### config.mk
export PLATFORM = sky130hd
export DESIGN_NAME = sha1_hash_engine
export DESIGN_NICKNAME = d
export VERILOG_FILES = /design/src/hw/rtl/sha1he_pkg.sv /design/src/hw/rtl/sha1_hash_engine.sv /design/src/hw/rtl/sha1he_dp.sv /design/src/hw/rtl/sha1he_ctrl.sv
export SDC_FILE = /design/constraint.sdc
export NUM_CORES = 2
export LEC_CHECK = 0
export ABC_CLOCK_PERIOD_IN_PS = 37300
export BUFFER_PORTS_ARGS = -buffer_cell sky130_fd_sc_hd__buf_2
export CORE_UTILIZATION = 67
export DETAILED_ROUTE_END_ITERATION = 7
export PLACE_DENSITY = 0.84
export SETUP_SLACK_MARGIN = 0.02
export SYNTH_ARGS = -nofsm -noshare
export SYNTH_HDL_FRONTEND = slang
export SYNTH_SLANG_ARGS = --single-unit
### constraint.sdc
create_clock -name clk -period 37.3 [get_ports clk]
set_input_delay 7.46 -clock clk [delete_from_list [all_inputs] [get_ports clk]]
set_output_delay 7.46 -clock clk [all_outputs]
set_load 0.02 [all_outputs]
### src/hw/rtl/sha1he_pkg.sv
// ----------------------------------------------------------------------------
// sha1he_pkg
// shared types and constants of the sha-1 hash engine: controller states,
// pad byte sources, command and status bundles, round and init constants
// ----------------------------------------------------------------------------
package sha1he_pkg;

  typedef enum logic [2:0] {
    ST_IDLE,
    ST_PAD,
    ST_COMP,
    ST_FOLD,
    ST_OUT
  } state_t;

  typedef enum logic [1:0] {
    SRC_DATA,
    SRC_MARK,
    SRC_ZERO,
    SRC_LEN
  } byte_src_t;

  typedef struct packed {
    logic      load_byte;
    byte_src_t byte_src;
    logic      count_bits;
    logic      latch_len;
    logic      start_comp;
    logic      do_round;
    logic      fold;
    logic      out_shift;
    logic      restart;
  } dp_cmd_t;

  typedef struct packed {
    logic [5:0] pos;
    logic       round_last;
  } dp_stat_t;

  localparam logic [5:0] POS_LAST = 6'd63;
  localparam logic [5:0] POS_LEN  = 6'd56;

  localparam logic [6:0] ROUND_LAST = 7'd79;
  localparam logic [6:0] ROUND_B1   = 7'd20;
  localparam logic [6:0] ROUND_B2   = 7'd40;
  localparam logic [6:0] ROUND_B3   = 7'd60;

  localparam logic [2:0] OUT_WORD_LAST = 3'd4;

  localparam logic [7:0] PAD_MARK = 8'h80;

  localparam logic [31:0] K0 = 32'h5A827999;
  localparam logic [31:0] K1 = 32'h6ED9EBA1;
  localparam logic [31:0] K2 = 32'h8F1BBCDC;
  localparam logic [31:0] K3 = 32'hCA62C1D6;

  localparam logic [31:0] H0_INIT = 32'h67452301;
  localparam logic [31:0] H1_INIT = 32'hefcdab89;
  localparam logic [31:0] H2_INIT = 32'h98badcfe;
  localparam logic [31:0] H3_INIT = 32'h10325476;
  localparam logic [31:0] H4_INIT = 32'hc3d2e1f0;

endpackage

### src/hw/rtl/sha1_hash_engine.sv
// ----------------------------------------------------------------------------
// sha1_hash_engine
// sha-1 over a byte stream, one byte per request, digest as five words
// ----------------------------------------------------------------------------
// a message byte is taken while idle; the byte that fills a 64-byte block
// starts 80 rounds on one shared round unit, then the chaining add
// the end request adds 9 to 72 pad bytes and one or two compressions, then
// five output words at one per cycle when taken
// synchronous active-low reset loads the initial hash and clears the count
module sha1_hash_engine (
  input  logic        clk,
  input  logic        rst_n,
  input  logic        in_tvalid,
  output logic        in_tready,
  input  logic [7:0]  in_tdata,   // [7:0] data_byte
  input  logic        in_tuser,   // has_data
  input  logic        in_tlast,   // end_of_message
  output logic        out_tvalid,
  input  logic        out_tready,
  output logic [31:0] out_tdata,  // [31:0] digest_word
  output logic        out_tlast   // digest_last
);

  sha1he_pkg::dp_cmd_t  cmd;
  sha1he_pkg::dp_stat_t stat;

  sha1he_ctrl u_ctrl (
    .clk         (clk),
    .rst_n       (rst_n),
    .in_tvalid   (in_tvalid),
    .in_has_data (in_tuser),
    .in_end      (in_tlast),
    .in_tready   (in_tready),
    .out_tvalid  (out_tvalid),
    .out_tready  (out_tready),
    .out_tlast   (out_tlast),
    .stat        (stat),
    .cmd         (cmd)
  );

  sha1he_dp u_dp (
    .clk         (clk),
    .rst_n       (rst_n),
    .cmd         (cmd),
    .data_byte   (in_tdata),
    .stat        (stat),
    .digest_word (out_tdata)
  );

  a_no_overlap: assert property (@(posedge clk) disable iff (!rst_n)
    !(in_tready && out_tvalid))
    else $error("input and output active together");

  a_end_blocks: assert property (@(posedge clk) disable iff (!rst_n)
    (in_tvalid && in_tready && in_tlast) |=> !in_tready)
    else $error("request taken while finishing message");

  a_restart: assert property (@(posedge clk) disable iff (!rst_n)
    (out_tvalid && out_tready && out_tlast) |=> (in_tready && !out_tvalid))
    else $error("engine not idle after digest");

  a_word_hold: assert property (@(posedge clk) disable iff (!rst_n)
    (out_tvalid && !out_tready) |=> (out_tvalid && $stable(out_tlast)))
    else $error("digest word dropped while stalled");

endmodule

### src/hw/rtl/sha1he_dp.sv
// ----------------------------------------------------------------------------
// sha1he_dp
// datapath: 512-bit message window that doubles as the rolling schedule,
// byte pointer, bit count, length latch, working words and chaining words
// ----------------------------------------------------------------------------
module sha1he_dp (
  input  logic                 clk,
  input  logic                 rst_n,
  input  sha1he_pkg::dp_cmd_t  cmd,
  input  logic [7:0]           data_byte,
  output sha1he_pkg::dp_stat_t stat,
  output logic [31:0]          digest_word
);

  logic [511:0]     sched_r, sched_nxt;
  logic [5:0]       pos_r, pos_nxt;
  logic [63:0]      bit_count_r, bit_count_nxt;
  logic [63:0]      len_r, len_nxt;
  logic [6:0]       rnd_r, rnd_nxt;
  logic [4:0][31:0] work_r, work_nxt;
  logic [4:0][31:0] chain_r, chain_nxt;

  logic [7:0]  byte_val;
  logic [31:0] wt, w_mix, w_new;
  logic [31:0] f_val, k_val, tmp;
  logic [31:0] a, b, c, d, e;

  assign a = work_r[0];
  assign b = work_r[1];
  assign c = work_r[2];
  assign d = work_r[3];
  assign e = work_r[4];

  assign wt    = sched_r[511:480];
  assign w_mix = sched_r[511:480] ^ sched_r[447:416] ^ sched_r[255:224] ^ sched_r[95:64];
  assign w_new = {w_mix[30:0], w_mix[31]};

  always_comb begin
    case (cmd.byte_src)
      sha1he_pkg::SRC_DATA: byte_val = data_byte;
      sha1he_pkg::SRC_MARK: byte_val = sha1he_pkg::PAD_MARK;
      sha1he_pkg::SRC_LEN:  byte_val = len_r[63:56];
      default:              byte_val = 8'h00;
    endcase
  end

  always_comb begin
    if (rnd_r < sha1he_pkg::ROUND_B1) begin
      f_val = (b & c) | (~b & d);
      k_val = sha1he_pkg::K0;
    end else if (rnd_r < sha1he_pkg::ROUND_B2) begin
      f_val = b ^ c ^ d;
      k_val = sha1he_pkg::K1;
    end else if (rnd_r < sha1he_pkg::ROUND_B3) begin
      f_val = (b & c) | (b & d) | (c & d);
      k_val = sha1he_pkg::K2;
    end else begin
      f_val = b ^ c ^ d;
      k_val = sha1he_pkg::K3;
    end
  end

  assign tmp = {a[26:0], a[31:27]} + f_val + e + k_val + wt;

  always_comb begin
    sched_nxt     = sched_r;
    pos_nxt       = pos_r;
    bit_count_nxt = bit_count_r;
    len_nxt       = len_r;
    rnd_nxt       = rnd_r;
    work_nxt      = work_r;
    chain_nxt     = chain_r;
    if (cmd.load_byte) begin
      sched_nxt = {sched_r[503:0], byte_val};
      pos_nxt   = pos_r + 6'd1;
    end
    if (cmd.count_bits) begin
      bit_count_nxt = bit_count_r + 64'd8;
    end
    if (cmd.latch_len) begin
      len_nxt = bit_count_r;
    end else if (cmd.load_byte && cmd.byte_src == sha1he_pkg::SRC_LEN) begin
      len_nxt = {len_r[55:0], 8'h00};
    end
    if (cmd.start_comp) begin
      work_nxt = chain_r;
      rnd_nxt  = 7'd0;
    end
    if (cmd.do_round) begin
      sched_nxt   = {sched_r[479:0], w_new};
      work_nxt[0] = tmp;
      work_nxt[1] = a;
      work_nxt[2] = {b[1:0], b[31:2]};
      work_nxt[3] = c;
      work_nxt[4] = d;
      rnd_nxt     = rnd_r + 7'd1;
    end
    if (cmd.fold) begin
      for (int i = 0; i < 5; i++) begin
        chain_nxt[i] = chain_r[i] + work_r[i];
      end
    end
    if (cmd.out_shift) begin
      chain_nxt = {chain_r[0], chain_r[4:1]};
    end
    if (cmd.restart) begin
      chain_nxt     = {sha1he_pkg::H4_INIT, sha1he_pkg::H3_INIT, sha1he_pkg::H2_INIT,
                       sha1he_pkg::H1_INIT, sha1he_pkg::H0_INIT};
      bit_count_nxt = 64'd0;
      pos_nxt       = 6'd0;
    end
  end

  always_ff @(posedge clk) begin
    if (!rst_n) begin
      pos_r       <= 6'd0;
      bit_count_r <= 64'd0;
      chain_r     <= {sha1he_pkg::H4_INIT, sha1he_pkg::H3_INIT, sha1he_pkg::H2_INIT,
                      sha1he_pkg::H1_INIT, sha1he_pkg::H0_INIT};
      rnd_r       <= 7'd0;
    end else begin
      pos_r       <= pos_nxt;
      bit_count_r <= bit_count_nxt;
      chain_r     <= chain_nxt;
      rnd_r       <= rnd_nxt;
    end
  end

  always_ff @(posedge clk) begin
    sched_r <= sched_nxt;
    len_r   <= len_nxt;
    work_r  <= work_nxt;
  end

  assign stat.pos        = pos_r;
  assign stat.round_last = (rnd_r == sha1he_pkg::ROUND_LAST);
  assign digest_word     = chain_r[0];

endmodule

### src/hw/rtl/sha1he_ctrl.sv
// ----------------------------------------------------------------------------
// sha1he_ctrl
// controller: byte intake, padding sequence, round sequencing and digest
// output, driving the datapath through a command bundle
// ----------------------------------------------------------------------------
module sha1he_ctrl (
  input  logic                 clk,
  input  logic                 rst_n,
  input  logic                 in_tvalid,
  input  logic                 in_has_data,
  input  logic                 in_end,
  output logic                 in_tready,
  output logic                 out_tvalid,
  input  logic                 out_tready,
  output logic                 out_tlast,
  input  sha1he_pkg::dp_stat_t stat,
  output sha1he_pkg::dp_cmd_t  cmd
);

  sha1he_pkg::state_t state_r, state_nxt;
  logic       end_r, end_nxt;
  logic       mark_r, mark_nxt;
  logic       len_act_r, len_act_nxt;
  logic       final_r, final_nxt;
  logic [2:0] cnt_r, cnt_nxt;

  always_ff @(posedge clk) begin
    if (!rst_n) begin
      state_r   <= sha1he_pkg::ST_IDLE;
      end_r     <= 1'b0;
      mark_r    <= 1'b0;
      len_act_r <= 1'b0;
      final_r   <= 1'b0;
      cnt_r     <= 3'd0;
    end else begin
      state_r   <= state_nxt;
      end_r     <= end_nxt;
      mark_r    <= mark_nxt;
      len_act_r <= len_act_nxt;
      final_r   <= final_nxt;
      cnt_r     <= cnt_nxt;
    end
  end

  always_comb begin
    state_nxt   = state_r;
    end_nxt     = end_r;
    mark_nxt    = mark_r;
    len_act_nxt = len_act_r;
    final_nxt   = final_r;
    cnt_nxt     = cnt_r;
    cmd         = '0;
    cmd.byte_src = sha1he_pkg::SRC_DATA;
    in_tready   = 1'b0;
    out_tvalid  = 1'b0;
    out_tlast   = (cnt_r == sha1he_pkg::OUT_WORD_LAST);
    case (state_r)
      sha1he_pkg::ST_IDLE: begin
        in_tready = 1'b1;
        if (in_tvalid) begin
          if (in_has_data) begin
            cmd.load_byte  = 1'b1;
            cmd.count_bits = 1'b1;
          end
          if (in_has_data && stat.pos == sha1he_pkg::POS_LAST) begin
            cmd.start_comp = 1'b1;
            end_nxt        = in_end;
            state_nxt      = sha1he_pkg::ST_COMP;
          end else if (in_end) begin
            state_nxt = sha1he_pkg::ST_PAD;
          end
        end
      end
      sha1he_pkg::ST_PAD: begin
        cmd.load_byte = 1'b1;
        if (!mark_r) begin
          cmd.byte_src  = sha1he_pkg::SRC_MARK;
          cmd.latch_len = 1'b1;
          mark_nxt      = 1'b1;
        end else if (len_act_r || stat.pos == sha1he_pkg::POS_LEN) begin
          cmd.byte_src = sha1he_pkg::SRC_LEN;
          len_act_nxt  = 1'b1;
        end else begin
          cmd.byte_src = sha1he_pkg::SRC_ZERO;
        end
        if (stat.pos == sha1he_pkg::POS_LAST) begin
          cmd.start_comp = 1'b1;
          end_nxt        = 1'b1;
          final_nxt      = (cmd.byte_src == sha1he_pkg::SRC_LEN);
          state_nxt      = sha1he_pkg::ST_COMP;
        end
      end
      sha1he_pkg::ST_COMP: begin
        cmd.do_round = 1'b1;
        if (stat.round_last) begin
          state_nxt = sha1he_pkg::ST_FOLD;
        end
      end
      sha1he_pkg::ST_FOLD: begin
        cmd.fold = 1'b1;
        if (final_r) begin
          state_nxt = sha1he_pkg::ST_OUT;
        end else if (end_r) begin
          state_nxt = sha1he_pkg::ST_PAD;
        end else begin
          state_nxt = sha1he_pkg::ST_IDLE;
        end
      end
      sha1he_pkg::ST_OUT: begin
        out_tvalid = 1'b1;
        if (out_tready) begin
          cmd.out_shift = 1'b1;
          cnt_nxt       = cnt_r + 3'd1;
          if (cnt_r == sha1he_pkg::OUT_WORD_LAST) begin
            cmd.restart = 1'b1;
            end_nxt     = 1'b0;
            mark_nxt    = 1'b0;
            len_act_nxt = 1'b0;
            final_nxt   = 1'b0;
            cnt_nxt     = 3'd0;
            state_nxt   = sha1he_pkg::ST_IDLE;
          end
        end
      end
      default: begin
        state_nxt = sha1he_pkg::ST_IDLE;
      end
    endcase
  end

endmodule
==> impl_results.md <==
* Status: finished, violations left
* Failing checks: DRC
* Netlist area before placement at 54,650 sq um
* Yosys top cell area share at 40.27%
* Levels on crit path at 5
* Synth unique cells at 88
* Core ar. at 80,680 sq um
* Cell family with most CP delay: buffers and inverters
* Number of cell rows at 104
* Number of setup buffers added after CTS at 0
* H-Tree Depth at 3
* R2r startpoint: u_dp.rnd_r[4]
* Crit path time final at 10.42 ns
* Num CTS Buffers at 101
* Clock slew seen by the registers of the worst setup and hold paths at 0.06 ns
* Most used cell, CP: buf_4
* Crit path DAT at 10.71 ns
* Number of global-route vias before repair at 40,360
* DRT iter0 DRCs at 5,354
* Final Hold Vio Count at 0
* Die height at 287.6 microns
* First-pass GRT wire length at 219.8 mm
* Cell taking the most area after synthesis: edfxtp_1
* Clock skew at 0.03450 ns
* Final Power at 2.413 mW
* Root buffer cell: clkbuf_16
* FMAX at 95.94 MHz
* Largest cells by area after synthesis: edfxtp_1 (40%), nand2_1 (13%), dfxtp_1 (8.9%)
* Number of synthesized flops with an enable pin at 733
* Average wire per standard cell at 20.78 microns
* DP Cell Count at 6,607
* Top-level I/O count at 49
* Initial antenna violation count at 1
* Gr ovfl total at 0
* Syn. warnings at 0
* Tot GR Track Use at 33.86%
* RSZ-0062 raised after global routing: no
* Reg2Reg Setup Slack at 30.09 ns
* Crit path required time at 37.59 ns
* Sequential area share after synthesis at 49.21%
* CP max stage cell: buf_4
* PD cells at 41.12 nW/um^2
* Share of layout cells above drive strength 1 at 5.995%
* Hold Crit Class: reg2reg
* Dominant synthesized flop cell: edfxtp_1
* VDD IR-drop max at 0.03714 mV
* Slew Limit Fails at 0
* Post-route DRC violation count at 10
* #FFs+latches synth at 977
* Initial Utilization at 67.74%
* CP cell instances: buf_2 -> and3_1 -> or3_4 -> buf_4 -> buf_4
* Vias per cell at 6.280
* Commonest non-fill, non-tap cells in the layout: nand2_1 (1,961), edfxtp_1 (733), o21ai_0 (275), inv_1 (249), dfxtp_1 (244)
* Clk_lat worst skew at 0.69 ns
* Antenna-violating nets left at 0
* FF-to-FF End: u_dp.a[29]
* Final Core Density at 72.72%
* Setup TNS at 0 ns
* Max Fanout on Critical Path at 93
* Layout Nets at 5,987
* CP bufs+invs at 3
* P_leak at 23.88 nW
* Post-Synthesis Cells at 5,767
* Die X at 287.6 microns
* Drt first pass iters at 8
* Setup Viol. Count Final at 0
* Hold-fix buffers, CTS at 0
* Startpoint types: primary input
* Rel. slew slack at 16.10%
* Slew of the pin with the lowest slew margin at 1.259 ns
* CP endpoint kind: flip-flop
* Max-cap check violation count at 0
* Fin cells at 6,800
* PortBufs at 48
* Synth Net Count at 6,104
* Max clock buf depth at 3
* Die Footprint at 82,720 sq um
* Crit path to: u_dp.sched_r[214]
* Drt total wl at 141.3 mm
* Avg Cell Area, Syn at 9.477 sq um
* Critical path type: in2reg
* Commonest non-fill, non-tap cell in the layout: nand2_1
* Crit-path max cell delay at 0.98 ns
* Number of cells on the worst reg-to-reg path at 26
* Asr flop ratio synth at 0%
* CP startpoint: in_tvalid
* DP HPWL at 92.48 mm
* TritonCTS clock tree: done
* Clock Sinks at 977
* Layout area overhead at 7.351%
* Pin count of the biggest net entering global routing at 259
* CTS resizes at 0
* Vias at 42,700
* Final clock period utilization by the worst path at 27.94%
* Final RePlAce weighted congestion at 1.005
per-stage QoR:
step                setup WS, ns  instance area (sq um)  hold WS [ns]
finish                     26.88                  58670        0.4881
global route               26.66                  58670        0.5130
CTS                        26.90                  58670        0.4826
detailed placement         26.19                  55330        0.4715
global placement           26.23                  55330        0.4558
floorplan                  17.70                  54650        0.4409
synth_stat cells (21+ instances only):
master / number
o21a_1: 34
nand3_1: 55
nor3_1: 24
a22oi_1: 72
a31oi_1: 25
fa_1: 117
xor2_1: 112
a21o_1: 91
a21oi_1: 213
mux2i_1: 37
o21ai_0: 275
nand2_1: 1963
mux2_2: 58
and3_1: 42
o21bai_1: 21
edfxtp_1: 733
buf_4: 34
dfxtp_1: 244
nand4_1: 31
a221oi_1: 89
nand2b_1: 30
xnor2_1: 209
clkbuf_1: 247
nor2b_1: 33
ha_1: 206
inv_1: 250
o22ai_1: 36
nor2_1: 201
and2_1: 27
registers in the layout, indices dropped and copies added, names as in the netlist, 3 cells and up:
register,cells
u_dp.len_r,61
u_dp.chain_r,128
u_dp.bit_count_r,61
u_dp.pos_r,6
u_dp.a,32
u_dp.c,32
u_ctrl.cnt_r,3
u_dp.sched_r,512
u_dp.digest_word,32
u_dp.b,32
u_dp.e,32
u_dp.d,32
u_ctrl.state_r,3
u_dp.rnd_r,7
final cells by class:
cell class	instances	area [sq um]
Sequential cell	977	26900
Clock inverter	53	464.2
Inverter	250	943.4
Antenna cell	2	5.005
Clock buffer	138	2873
Multi-Input combinational cell	4235	25610
Fill cell	5544	22010
Tap cell	1060	1326
Timing Repair Buffer	85	555.5
how the worst min path moves through the flow:
stage               cells past startpoint                 to              from  slack, ns
global route                            2  u_ctrl.state_r[2]    u_ctrl.final_r       0.51
floorplan                               2   u_ctrl.len_act_r  u_ctrl.len_act_r       0.44
detailed placement                      2   u_ctrl.len_act_r  u_ctrl.len_act_r       0.47
finish                                  2   u_dp.chain_r[32]  u_dp.chain_r[32]       0.49
CTS                                     2   u_dp.chain_r[32]  u_dp.chain_r[32]       0.48
global placement                        2   u_ctrl.len_act_r  u_ctrl.len_act_r       0.46
kinds of logic after synthesis:
kind of cell	after synthesis	share of synthesized area, %
flip-flops	977	49.21
AO/OA/AOI/OAI	1028	12.33
multiplexers	95	1.873
adder cells (fa/ha/maj)	323	9.002
XOR/XNOR	321	5.144
buffers and inverters	555	4.059
AND/OR/NAND/NOR	2468	18.38
layer usage:
metal / wire length, microns / track usage (%)
met3: 12980 / 5.523
met1: 55570 / 45.93
met4: 7645 / 17.21
met2: 65130 / 52.91
met5: 0 / 0
tightest hold or removal path, stage by stage, from the launching register on:
cell and delay, ns:
dfxtp_1 0.34, nand2_1 0.06, nand2_1 0.04
report_power, final:
part / switching [mW] / internal [mW] / total (mW)
clock: 0.443 / 0.577 / 1.02
combinational: 0.0774 / 0.0367 / 0.114
sequential: 0.0339 / 1.24 / 1.28
Note: power is estimated with default switching activity, not from simulation.
